### src/design/dhcpc_pkg.sv
`default_nettype none

package dhcpc_pkg;

    localparam int unsigned ADDR_W     = 32;
    localparam int unsigned ACT_W      = 3;
    localparam int unsigned STATE_W    = 2;
    localparam int unsigned RETRY_W    = 3;
    localparam int unsigned BASE_W     = 4;
    localparam int unsigned HDR_W      = 24;
    localparam int unsigned MTYPE_W    = 8;
    localparam int unsigned CFG_IDX_W  = 1;
    localparam int unsigned CFG_DATA_W = 4;

    localparam logic [STATE_W-1:0] ST_INIT       = 2'd0;
    localparam logic [STATE_W-1:0] ST_SELECTING  = 2'd1;
    localparam logic [STATE_W-1:0] ST_REQUESTING = 2'd2;
    localparam logic [STATE_W-1:0] ST_BOUND      = 2'd3;

    localparam logic [ACT_W-1:0] ACT_NONE     = 3'd0;
    localparam logic [ACT_W-1:0] ACT_DISCOVER = 3'd1;
    localparam logic [ACT_W-1:0] ACT_REQUEST  = 3'd2;
    localparam logic [ACT_W-1:0] ACT_GW_ARP   = 3'd3;
    localparam logic [ACT_W-1:0] ACT_ANNOUNCE = 3'd4;

    localparam logic [MTYPE_W-1:0] MSG_OFFER = 8'd2;
    localparam logic [MTYPE_W-1:0] MSG_ACK   = 8'd5;
    localparam logic [MTYPE_W-1:0] MSG_NAK   = 8'd6;

    localparam logic [HDR_W-1:0]  HDR_EXPECTED    = 24'h020106;
    localparam logic [ADDR_W-1:0] COOKIE_EXPECTED = 32'h63825363;

    localparam logic [CFG_IDX_W-1:0] CFG_RETRY_LIMIT = 1'd0;
    localparam logic [CFG_IDX_W-1:0] CFG_BACKOFF     = 1'd1;

    localparam logic [RETRY_W-1:0] RETRY_LIMIT_RST = 3'd4;
    localparam logic [BASE_W-1:0]  BACKOFF_RST     = 4'd4;

    typedef struct packed {
        logic                opcode;
        logic [ADDR_W-1:0]   now_secs;
        logic [ADDR_W-1:0]   tick_count;
        logic                gateway_resolved;
        logic [HDR_W-1:0]    rx_fixed_header;
        logic [ADDR_W-1:0]   rx_cookie;
        logic [ADDR_W-1:0]   rx_xid;
        logic [MTYPE_W-1:0]  rx_msg_type;
        logic [ADDR_W-1:0]   rx_your_ip;
        logic [ADDR_W-1:0]   rx_server_id;
        logic [ADDR_W-1:0]   rx_gateway;
        logic [ADDR_W-1:0]   rx_mask;
    } t_item;

    typedef struct packed {
        logic [ACT_W-1:0]    send_action;
        logic [ADDR_W-1:0]   xid_out;
        logic [ADDR_W-1:0]   requested_ip;
        logic [ADDR_W-1:0]   server_id_out;
        logic [ADDR_W-1:0]   local_ip;
        logic [ADDR_W-1:0]   gateway_ip;
        logic [ADDR_W-1:0]   subnet_mask;
        logic                bound;
        logic                clear_gateway_known;
    } t_result;

    typedef struct packed {
        logic                  we;
        logic [CFG_IDX_W-1:0]  index;
        logic [CFG_DATA_W-1:0] data;
    } t_cfg_wr;

endpackage

`default_nettype wire

### src/design/dhcp_client_state_machine.sv
// channel   direction  handshake                      payload
// input     in         i_valid / o_stall              i_opcode .. i_rx_mask
// result    out        o_valid / i_stall              o_send_action .. o_clear_gateway_known
// config    in         i_cfg_valid / o_cfg_ready      i_cfg_index, i_cfg_data
//
// one transaction per cycle while i_stall does not hold the result; the path runs
// through an input register, then the state update and the result register
// reset (synchronous, active low) puts the client in init with lease fields cleared
// o_stall rises only when both registers hold data and i_stall is high
// config writes are always ready
`default_nettype none

module dhcp_client_state_machine (
    input  wire logic                            i_clk,
    input  wire logic                            i_rst_n,

    input  wire logic                            i_valid,
    output logic                                 o_stall,
    input  wire logic                            i_opcode,
    input  wire logic [dhcpc_pkg::ADDR_W-1:0]    i_now_secs,
    input  wire logic [dhcpc_pkg::ADDR_W-1:0]    i_tick_count,
    input  wire logic                            i_gateway_resolved,
    input  wire logic [dhcpc_pkg::HDR_W-1:0]     i_rx_fixed_header,
    input  wire logic [dhcpc_pkg::ADDR_W-1:0]    i_rx_cookie,
    input  wire logic [dhcpc_pkg::ADDR_W-1:0]    i_rx_xid,
    input  wire logic [dhcpc_pkg::MTYPE_W-1:0]   i_rx_msg_type,
    input  wire logic [dhcpc_pkg::ADDR_W-1:0]    i_rx_your_ip,
    input  wire logic [dhcpc_pkg::ADDR_W-1:0]    i_rx_server_id,
    input  wire logic [dhcpc_pkg::ADDR_W-1:0]    i_rx_gateway,
    input  wire logic [dhcpc_pkg::ADDR_W-1:0]    i_rx_mask,

    output logic                                 o_valid,
    input  wire logic                            i_stall,
    output logic [dhcpc_pkg::ACT_W-1:0]          o_send_action,
    output logic [dhcpc_pkg::ADDR_W-1:0]         o_xid_out,
    output logic [dhcpc_pkg::ADDR_W-1:0]         o_requested_ip,
    output logic [dhcpc_pkg::ADDR_W-1:0]         o_server_id_out,
    output logic [dhcpc_pkg::ADDR_W-1:0]         o_local_ip,
    output logic [dhcpc_pkg::ADDR_W-1:0]         o_gateway_ip,
    output logic [dhcpc_pkg::ADDR_W-1:0]         o_subnet_mask,
    output logic                                 o_bound,
    output logic                                 o_clear_gateway_known,

    input  wire logic                            i_cfg_valid,
    output logic                                 o_cfg_ready,
    input  wire logic [dhcpc_pkg::CFG_IDX_W-1:0] i_cfg_index,
    input  wire logic [dhcpc_pkg::CFG_DATA_W-1:0] i_cfg_data
);

    dhcpc_pkg::t_item   in_item;
    dhcpc_pkg::t_item   stage_item;
    dhcpc_pkg::t_result core_result;
    dhcpc_pkg::t_result r_result;
    dhcpc_pkg::t_cfg_wr cfg_wr;
    logic               stage_valid;
    logic               advance;
    logic               load;
    logic               r_out_valid;
    logic               n_out_valid;

    always_comb begin
        in_item.opcode           = i_opcode;
        in_item.now_secs         = i_now_secs;
        in_item.tick_count       = i_tick_count;
        in_item.gateway_resolved = i_gateway_resolved;
        in_item.rx_fixed_header  = i_rx_fixed_header;
        in_item.rx_cookie        = i_rx_cookie;
        in_item.rx_xid           = i_rx_xid;
        in_item.rx_msg_type      = i_rx_msg_type;
        in_item.rx_your_ip       = i_rx_your_ip;
        in_item.rx_server_id     = i_rx_server_id;
        in_item.rx_gateway       = i_rx_gateway;
        in_item.rx_mask          = i_rx_mask;
    end

    assign o_cfg_ready  = 1'b1;
    assign cfg_wr.we    = i_cfg_valid;
    assign cfg_wr.index = i_cfg_index;
    assign cfg_wr.data  = i_cfg_data;

    assign advance = stage_valid && (!r_out_valid || !i_stall);
    assign o_stall = stage_valid && !advance;
    assign load    = i_valid && !o_stall;

    dhcpc_in_stage u_in_stage (
        .i_clk     (i_clk),
        .i_rst_n   (i_rst_n),
        .i_load    (load),
        .i_consume (advance),
        .i_item    (in_item),
        .o_valid   (stage_valid),
        .o_item    (stage_item)
    );

    dhcpc_core u_core (
        .i_clk    (i_clk),
        .i_rst_n  (i_rst_n),
        .i_cfg    (cfg_wr),
        .i_step   (advance),
        .i_item   (stage_item),
        .o_result (core_result)
    );

    always_comb begin
        n_out_valid = r_out_valid;
        if (advance) begin
            n_out_valid = 1'b1;
        end else if (!i_stall) begin
            n_out_valid = 1'b0;
        end
    end

    always_ff @(posedge i_clk) begin
        if (!i_rst_n) begin
            r_out_valid <= 1'b0;
        end else begin
            r_out_valid <= n_out_valid;
        end
    end

    always_ff @(posedge i_clk) begin
        if (advance) begin
            r_result <= core_result;
        end
    end

    assign o_valid               = r_out_valid;
    assign o_send_action         = r_result.send_action;
    assign o_xid_out             = r_result.xid_out;
    assign o_requested_ip        = r_result.requested_ip;
    assign o_server_id_out       = r_result.server_id_out;
    assign o_local_ip            = r_result.local_ip;
    assign o_gateway_ip          = r_result.gateway_ip;
    assign o_subnet_mask         = r_result.subnet_mask;
    assign o_bound               = r_result.bound;
    assign o_clear_gateway_known = r_result.clear_gateway_known;

endmodule

`default_nettype wire

### src/design/dhcpc_in_stage.sv
`default_nettype none

module dhcpc_in_stage (
    input  wire logic            i_clk,
    input  wire logic            i_rst_n,
    input  wire logic            i_load,
    input  wire logic            i_consume,
    input  wire dhcpc_pkg::t_item i_item,
    output logic                 o_valid,
    output dhcpc_pkg::t_item     o_item
);

    logic             r_valid;
    logic             n_valid;
    dhcpc_pkg::t_item r_item;

    always_comb begin
        n_valid = r_valid;
        if (i_load) begin
            n_valid = 1'b1;
        end else if (i_consume) begin
            n_valid = 1'b0;
        end
    end

    always_ff @(posedge i_clk) begin
        if (!i_rst_n) begin
            r_valid <= 1'b0;
        end else begin
            r_valid <= n_valid;
        end
    end

    always_ff @(posedge i_clk) begin
        if (i_load) begin
            r_item <= i_item;
        end
    end

    assign o_valid = r_valid;
    assign o_item  = r_item;

endmodule

`default_nettype wire

### src/design/dhcpc_core.sv
`default_nettype none

module dhcpc_core (
    input  wire logic              i_clk,
    input  wire logic              i_rst_n,
    input  wire dhcpc_pkg::t_cfg_wr i_cfg,
    input  wire logic              i_step,
    input  wire dhcpc_pkg::t_item  i_item,
    output dhcpc_pkg::t_result     o_result
);

    logic [dhcpc_pkg::RETRY_W-1:0] r_retry_limit;
    logic [dhcpc_pkg::BASE_W-1:0]  r_base;

    logic [dhcpc_pkg::STATE_W-1:0] r_state, n_state;
    logic [dhcpc_pkg::ADDR_W-1:0]  r_xid, n_xid;
    logic [dhcpc_pkg::ADDR_W-1:0]  r_offered, n_offered;
    logic [dhcpc_pkg::ADDR_W-1:0]  r_server, n_server;
    logic [dhcpc_pkg::RETRY_W-1:0] r_retry, n_retry;
    logic [dhcpc_pkg::ADDR_W-1:0]  r_deadline, n_deadline;
    logic [dhcpc_pkg::ADDR_W-1:0]  r_lease_ip, n_lease_ip;
    logic [dhcpc_pkg::ADDR_W-1:0]  r_lease_gw, n_lease_gw;
    logic [dhcpc_pkg::ADDR_W-1:0]  r_lease_mask, n_lease_mask;

    logic [dhcpc_pkg::ACT_W-1:0]   action;
    logic                          clear_gw;

    // resend path shared by init, selecting and requesting
    logic [dhcpc_pkg::STATE_W-1:0] rs_state;
    logic [dhcpc_pkg::RETRY_W-1:0] rs_retry;
    logic [dhcpc_pkg::ADDR_W-1:0]  rs_deadline;
    logic [dhcpc_pkg::ACT_W-1:0]   rs_act;
    logic                          timed_out;
    logic                          reply_ok;
    logic                          same_server;

    always_comb begin
        n_state      = r_state;
        n_xid        = r_xid;
        n_offered    = r_offered;
        n_server     = r_server;
        n_retry      = r_retry;
        n_deadline   = r_deadline;
        n_lease_ip   = r_lease_ip;
        n_lease_gw   = r_lease_gw;
        n_lease_mask = r_lease_mask;
        action       = dhcpc_pkg::ACT_NONE;
        clear_gw     = 1'b0;

        // init restarts with deadline and retry count at zero
        rs_state    = (r_state == dhcpc_pkg::ST_INIT) ? dhcpc_pkg::ST_SELECTING : r_state;
        rs_retry    = (r_state == dhcpc_pkg::ST_INIT) ? '0 : r_retry;
        rs_deadline = (r_state == dhcpc_pkg::ST_INIT) ? '0 : r_deadline;
        rs_act      = (r_state == dhcpc_pkg::ST_REQUESTING) ? dhcpc_pkg::ACT_REQUEST
                                                           : dhcpc_pkg::ACT_DISCOVER;
        timed_out   = (i_item.now_secs >= rs_deadline);

        reply_ok    = (i_item.rx_fixed_header == dhcpc_pkg::HDR_EXPECTED) &&
                      (i_item.rx_cookie == dhcpc_pkg::COOKIE_EXPECTED) &&
                      (i_item.rx_xid == r_xid);
        same_server = (i_item.rx_server_id == r_server);

        if (!i_item.opcode) begin
            case (r_state)
                dhcpc_pkg::ST_INIT, dhcpc_pkg::ST_SELECTING,
                dhcpc_pkg::ST_REQUESTING: begin
                    if (r_state == dhcpc_pkg::ST_INIT) begin
                        n_lease_ip   = '0;
                        n_lease_gw   = '0;
                        n_lease_mask = '0;
                        n_xid        = ~i_item.tick_count;
                    end
                    n_state    = rs_state;
                    n_retry    = rs_retry;
                    n_deadline = rs_deadline;
                    if (timed_out) begin
                        if (rs_retry < r_retry_limit) begin
                            n_deadline = i_item.now_secs +
                                (dhcpc_pkg::ADDR_W'(r_base) << rs_retry);
                            n_retry    = rs_retry + 1'b1;
                            action     = rs_act;
                        end else begin
                            n_state = dhcpc_pkg::ST_INIT;
                        end
                    end
                end
                default: begin
                    if (!i_item.gateway_resolved && (i_item.now_secs >= r_deadline)) begin
                        n_deadline = i_item.now_secs + dhcpc_pkg::ADDR_W'(r_base);
                        action     = dhcpc_pkg::ACT_GW_ARP;
                    end
                end
            endcase
        end else if (reply_ok) begin
            case (i_item.rx_msg_type)
                dhcpc_pkg::MSG_OFFER: begin
                    if (r_state == dhcpc_pkg::ST_SELECTING) begin
                        n_state    = dhcpc_pkg::ST_REQUESTING;
                        n_deadline = '0;
                        n_retry    = '0;
                        n_offered  = i_item.rx_your_ip;
                        n_server   = i_item.rx_server_id;
                    end
                end
                dhcpc_pkg::MSG_ACK: begin
                    if (r_state == dhcpc_pkg::ST_REQUESTING && same_server) begin
                        n_state      = dhcpc_pkg::ST_BOUND;
                        n_lease_ip   = i_item.rx_your_ip;
                        n_lease_gw   = i_item.rx_gateway;
                        n_lease_mask = i_item.rx_mask;
                        n_deadline   = '0;
                        clear_gw     = 1'b1;
                        action       = dhcpc_pkg::ACT_ANNOUNCE;
                    end
                end
                dhcpc_pkg::MSG_NAK: begin
                    if ((r_state inside {dhcpc_pkg::ST_REQUESTING, dhcpc_pkg::ST_BOUND})
                        && same_server) begin
                        n_state = dhcpc_pkg::ST_INIT;
                    end
                end
                default: begin
                end
            endcase
        end
    end

    always_ff @(posedge i_clk) begin
        if (!i_rst_n) begin
            r_retry_limit <= dhcpc_pkg::RETRY_LIMIT_RST;
            r_base        <= dhcpc_pkg::BACKOFF_RST;
        end else if (i_cfg.we) begin
            case (i_cfg.index)
                dhcpc_pkg::CFG_RETRY_LIMIT: r_retry_limit <= i_cfg.data[dhcpc_pkg::RETRY_W-1:0];
                dhcpc_pkg::CFG_BACKOFF:     r_base        <= i_cfg.data;
                default: begin
                end
            endcase
        end
    end

    always_ff @(posedge i_clk) begin
        if (!i_rst_n) begin
            r_state      <= dhcpc_pkg::ST_INIT;
            r_xid        <= '0;
            r_offered    <= '0;
            r_server     <= '0;
            r_retry      <= '0;
            r_deadline   <= '0;
            r_lease_ip   <= '0;
            r_lease_gw   <= '0;
            r_lease_mask <= '0;
        end else if (i_step) begin
            r_state      <= n_state;
            r_xid        <= n_xid;
            r_offered    <= n_offered;
            r_server     <= n_server;
            r_retry      <= n_retry;
            r_deadline   <= n_deadline;
            r_lease_ip   <= n_lease_ip;
            r_lease_gw   <= n_lease_gw;
            r_lease_mask <= n_lease_mask;
        end
    end

    always_comb begin
        o_result.send_action         = action;
        o_result.xid_out             = n_xid;
        o_result.requested_ip        = n_offered;
        o_result.server_id_out       = n_server;
        o_result.local_ip            = n_lease_ip;
        o_result.gateway_ip          = n_lease_gw;
        o_result.subnet_mask         = n_lease_mask;
        o_result.bound               = (n_state == dhcpc_pkg::ST_BOUND);
        o_result.clear_gateway_known = clear_gw;
    end

endmodule

`default_nettype wire

### config.mk
export PLATFORM = sky130hd
export DESIGN_NAME = dhcp_client_state_machine
export DESIGN_NICKNAME = d
export VERILOG_FILES = /design/src/design/dhcpc_pkg.sv /design/src/design/dhcp_client_state_machine.sv /design/src/design/dhcpc_in_stage.sv /design/src/design/dhcpc_core.sv
export SDC_FILE = /design/constraint.sdc
export NUM_CORES = 1
export LEC_CHECK = 0
export ABC_AREA = 0
export BUFFER_PORTS_ARGS = -buffer_cell sky130_fd_sc_hd__buf_2
export CAP_MARGIN = 20
export CELL_PAD_IN_SITES_DETAIL_PLACEMENT = 1
export CELL_PAD_IN_SITES_GLOBAL_PLACEMENT = 2
export CORE_AREA = 2 2 195 389
export CTS_BUF_LIST = sky130_fd_sc_hd__clkbuf_8
export CTS_CLUSTER_SIZE = 20
export DETAILED_ROUTE_END_ITERATION = 8
export DIE_AREA = 0 0 197 391
export GPL_TIMING_DRIVEN = 1
export PLACE_DENSITY = 0.87
export SLEW_MARGIN = 20
export SYNTH_ARGS = -nofsm -noshare
export SYNTH_HDL_FRONTEND = slang
export SYNTH_SLANG_ARGS = --single-unit
### constraint.sdc
create_clock -name i_clk -period 43.3 [get_ports i_clk]
set_input_delay 10.825 -clock i_clk [delete_from_list [all_inputs] [get_ports i_clk]]
set_output_delay 10.825 -clock i_clk [all_outputs]
set_load 0.005 [all_outputs]
==> out/metrics.yaml <==
synthesis:
  synthArstFlopShare_pct: 0
  yosysSeqAreaShare_pct: 62.9
  synthesis.area_um2: 30800
  synth_seq_cells: 725
  yosysWarnings: 0
  synthMuxAreaShare_pct: 2.66
  yosys-top-cells-area: "edfxtp_1 (47%), dfxtp_1 (15%), nand2_1 (5.6%)"
  postSynthAreaPerCell_um2: 11.5
  synth.distinct_cells: 76
  synth-simple-area-share_pct: 14.8
  synth_edf_count: 487
  synth_top_cell_by_area: "edfxtp_1"
  synth_fa_ha_area_share_pct: 3.48
  synth_cells: 2674
  synth_top_flop_cell: "edfxtp_1"
  syn_nets: 3057
  synth_compound_area_share_pct: 10.2
  synth-xor-area-share_pct: 3.21
  synth_top_family_by_area: "simple AND/OR/NAND/NOR gates"
  yosys.area.top_type_share_pct: 47.4
die:
  die-height_um: 391
  start_util_pct: 41.5
  pin_count: 500
  core_region_area_um2: 74300
  die_w_um: 197
  die-area_um2: 77000
  rows: 142
setup_path:
  r2r_cells: 9
  path_class: "input port to primary output"
  r2r_start: "u_in_stage.o_item[203]$_DFFE_PP_"
  cp.required_ps: 32480
  cp_common_cell: "buf_2"
  reg2reg_to: "u_core.r_lease_gw[18]$_SDFFE_PN0P_"
  crit_chain: "buf_2 > and3_1 > buf_2"
  r2r_slack_ps: 38100
  cp.arrival_ps: 11300
  cp_max_fo: 3
  cp_num_cells: 3
  worstSetupStartpointType: "input port"
  slowest_delay_ps: 230
  critPathBufInv: 2
  end_kind: "primary output"
  critPathLaunch: "i_stall"
  crit_family: "buffers and inverters"
  endpoint: "o_stall"
  crit_path_top_delay_cell: "and3_1"
sta:
  setup_ws_ps: 21180
  slew-limit-headroom_pct: 22.2
  grt_setup_unrepaired: "no"
  setup_tns_ps: 0
  fin_skew_ps: 38.9
  fin_crit_ps: 22120
  finalSetupViolCount: 0
  hold_violations: 0
  slew_violations: 0
  tightest_slew_ps: 1160
  max_freq_mhz: 45.2
  period_share_pct: 51.1
clock_network:
  clockBufferDepth: 3
  cts_max_level: 3
  tritoncts: "yes"
  post_cts_buffers: 0
  cts_sinks: 725
  hold_buffers: 0
  ctsResizeCount: 0
  worstSkewPairLatency_ps: 800
  cts_buffers: 106
  clkSlewWorstSetupHoldPaths_ps: 50
  ctsRootBufferMaster: "clkbuf_8"
placed_design:
  port_buffers: 498
  place_area_um2: 34200
  gp_congestion: 0.850
  dp_hpwl_um: 65600
  place_ws_ps: 21170
power:
  p_clk_share_pct: 39.2
  irDropWorstVdd_mv: 0.0295
  p_sw_mw: 0.371
  cellInternalPower_mw: 1.11
  p_leak_nw: 13.7
  power_mw: 1.48
  pwr-share-comb_pct: 7.2
  p_per_area_nw_per_um2: 40.6
  power_frac_seq_pct: 53.6
  switching_share_pct: 25.1
detailed_routing:
  drcViolationCount: 0
  firstDrtPassIters: 5
  drt_iter0_markers: 1334
  vias: 23200
  wl_per_cell_um: 22.8
  ant_nets: 0
  viasPerCell: 5.54
  wl_met3_um: 8480
  top_layer: "met5"
  wl_met2_um: 44100
  drt-met1-wl_um: 40600
  wirelength_um: 95800
cells_and_area:
  fin_area_um2: 36400
  post-route-util_pct: 49.0
  num-nets-final: 3544
  largest_register_ffs: 290
  drive_gt1_share_pct: 24.9
  area_delta_synth_final_pct: 18.0
global_routing:
  grt_pass1_wl_um: 145000
  grt_max_degree: 153
  gr-total-overflow: 0
  grt_pass1_vias: 24300
  antenna_found_initial: 24
  grt_usage_pct: 24.7
status:
  status: "complete, no violations"
min_path:
  hp-class: "flip-flop to flip-flop"
run:
  maxCapViolCount: 0
-- cell usage in the layout, fill, tap and decap left out, types with 31 or more instances in the layout --
| master | Yosys | final |
|---|---|---|
| clkbuf_8 | 0 | 126 |
| nor3_1 | 50 | 49 |
| nand2_1 | 458 | 456 |
| nand3_1 | 135 | 135 |
| inv_1 | 48 | 75 |
| dfxtp_1 | 238 | 237 |
| buf_4 | 5 | 31 |
| ha_1 | 81 | 81 |
| mux2_2 | 65 | 65 |
| o21ai_0 | 87 | 87 |
| nand4_1 | 53 | 53 |
| a22oi_2 | 41 | 41 |
| a22oi_1 | 60 | 60 |
| nor2_1 | 227 | 226 |
| xnor2_1 | 93 | 93 |
| edfxtp_1 | 487 | 487 |
| buf_2 | 31 | 498 |
| a21oi_1 | 117 | 116 |
-- how the worst min path moves through the flow --
stage | startpoint | to | slack [ps] | cells past startpoint
floorplan | u_in_stage.o_valid$_SDFFE_PN0P_ | o_valid$_SDFFE_PN0P_ | 450 | 2
CTS | u_core.r_deadline[16]$_SDFFE_PN0P_ | u_core.r_deadline[16]$_SDFFE_PN0P_ | 480 | 2
detailed placement | u_core.r_deadline[16]$_SDFFE_PN0P_ | u_core.r_deadline[16]$_SDFFE_PN0P_ | 470 | 2
global route | u_core.r_deadline[16]$_SDFFE_PN0P_ | u_core.r_deadline[16]$_SDFFE_PN0P_ | 500 | 2
global placement | u_core.r_server[2]$_SDFFE_PN0P_ | u_core.r_server[2]$_SDFFE_PN0P_ | 460 | 2
finish | u_core.r_deadline[16]$_SDFFE_PN0P_ | u_core.r_deadline[16]$_SDFFE_PN0P_ | 480 | 2
-- power by group through the flow --
stage	Clock [mW]	Combinational, mW	Sequential, mW
after global routing	0.621	0.117	0.796
after detailed placement	0	0.107	0.807
after global placement	0	0.104	0.806
final	0.579	0.106	0.793
after CTS	0.596	0.107	0.793
after floorplan	0	0.0557	0.809
-- routing by layer --
metal / vias up / global-route usage (%)
met1: 11500 / 32.1
li1: 10700 / -
met4: 44 / 7.72
met3: 170 / 7.71
met2: 836 / 39.4
met5: - / 0
-- cell families (layout without fill, tap and decap cells) --
family,Yosys count,in the layout
mux,74,74
flops,725,725
xor+xnor,113,113
other cells,1,7
compound gates,454,454
simple gates,1022,1022
fa+ha+maj,85,85
buf+inv,200,778
-- through the flow --
stage	cells	hold WS (ps)
after floorplan	2674	450
after global placement	3989	462
after detailed placement	3989	471
after CTS	4188	478
after global routing	4189	504
final	4194	478
-- cells in the mapped netlist (14+ instances only) --
| library cell | count |
|---|---|
| a22oi_2 | 41 |
| a21oi_1 | 117 |
| buf_1 | 15 |
| a21o_1 | 22 |
| o211ai_1 | 16 |
| xnor2_1 | 93 |
| mux2_2 | 65 |
| xor2_1 | 20 |
| nand4_1 | 53 |
| clkbuf_1 | 95 |
| o22ai_1 | 16 |
| dfxtp_1 | 238 |
| ha_1 | 81 |
| a22oi_1 | 60 |
| inv_1 | 48 |
| nand2_1 | 458 |
| nor2_1 | 227 |
| nor3_1 | 50 |
| nand3_1 | 135 |
| a211oi_1 | 16 |
| nor4_1 | 16 |
| and3_1 | 14 |
| o21ai_0 | 87 |
| buf_2 | 31 |
| edfxtp_1 | 487 |
-- area by class of cell --
class	count	area, µm²
tap	936	1170
clock buffer	126	1730
sequential	725	19400
timing repair buffer	530	2750
inverter	49	196
multi-input combinational	1749	10700
fill	8106	37900
antenna	6	15.0
clock inverter	73	484
-- worst register-to-register path, stage by stage, from the launching register on --
cell and delay, ps:
edfxtp_1 380, nor4bb_1 520, nand4_1 200, nor3_1 600, nand4_2 520, or3_4 730
nor2_4 900, buf_4 840, a22oi_1 270, nor2_1 160
(Power assumes the default switching activity.)
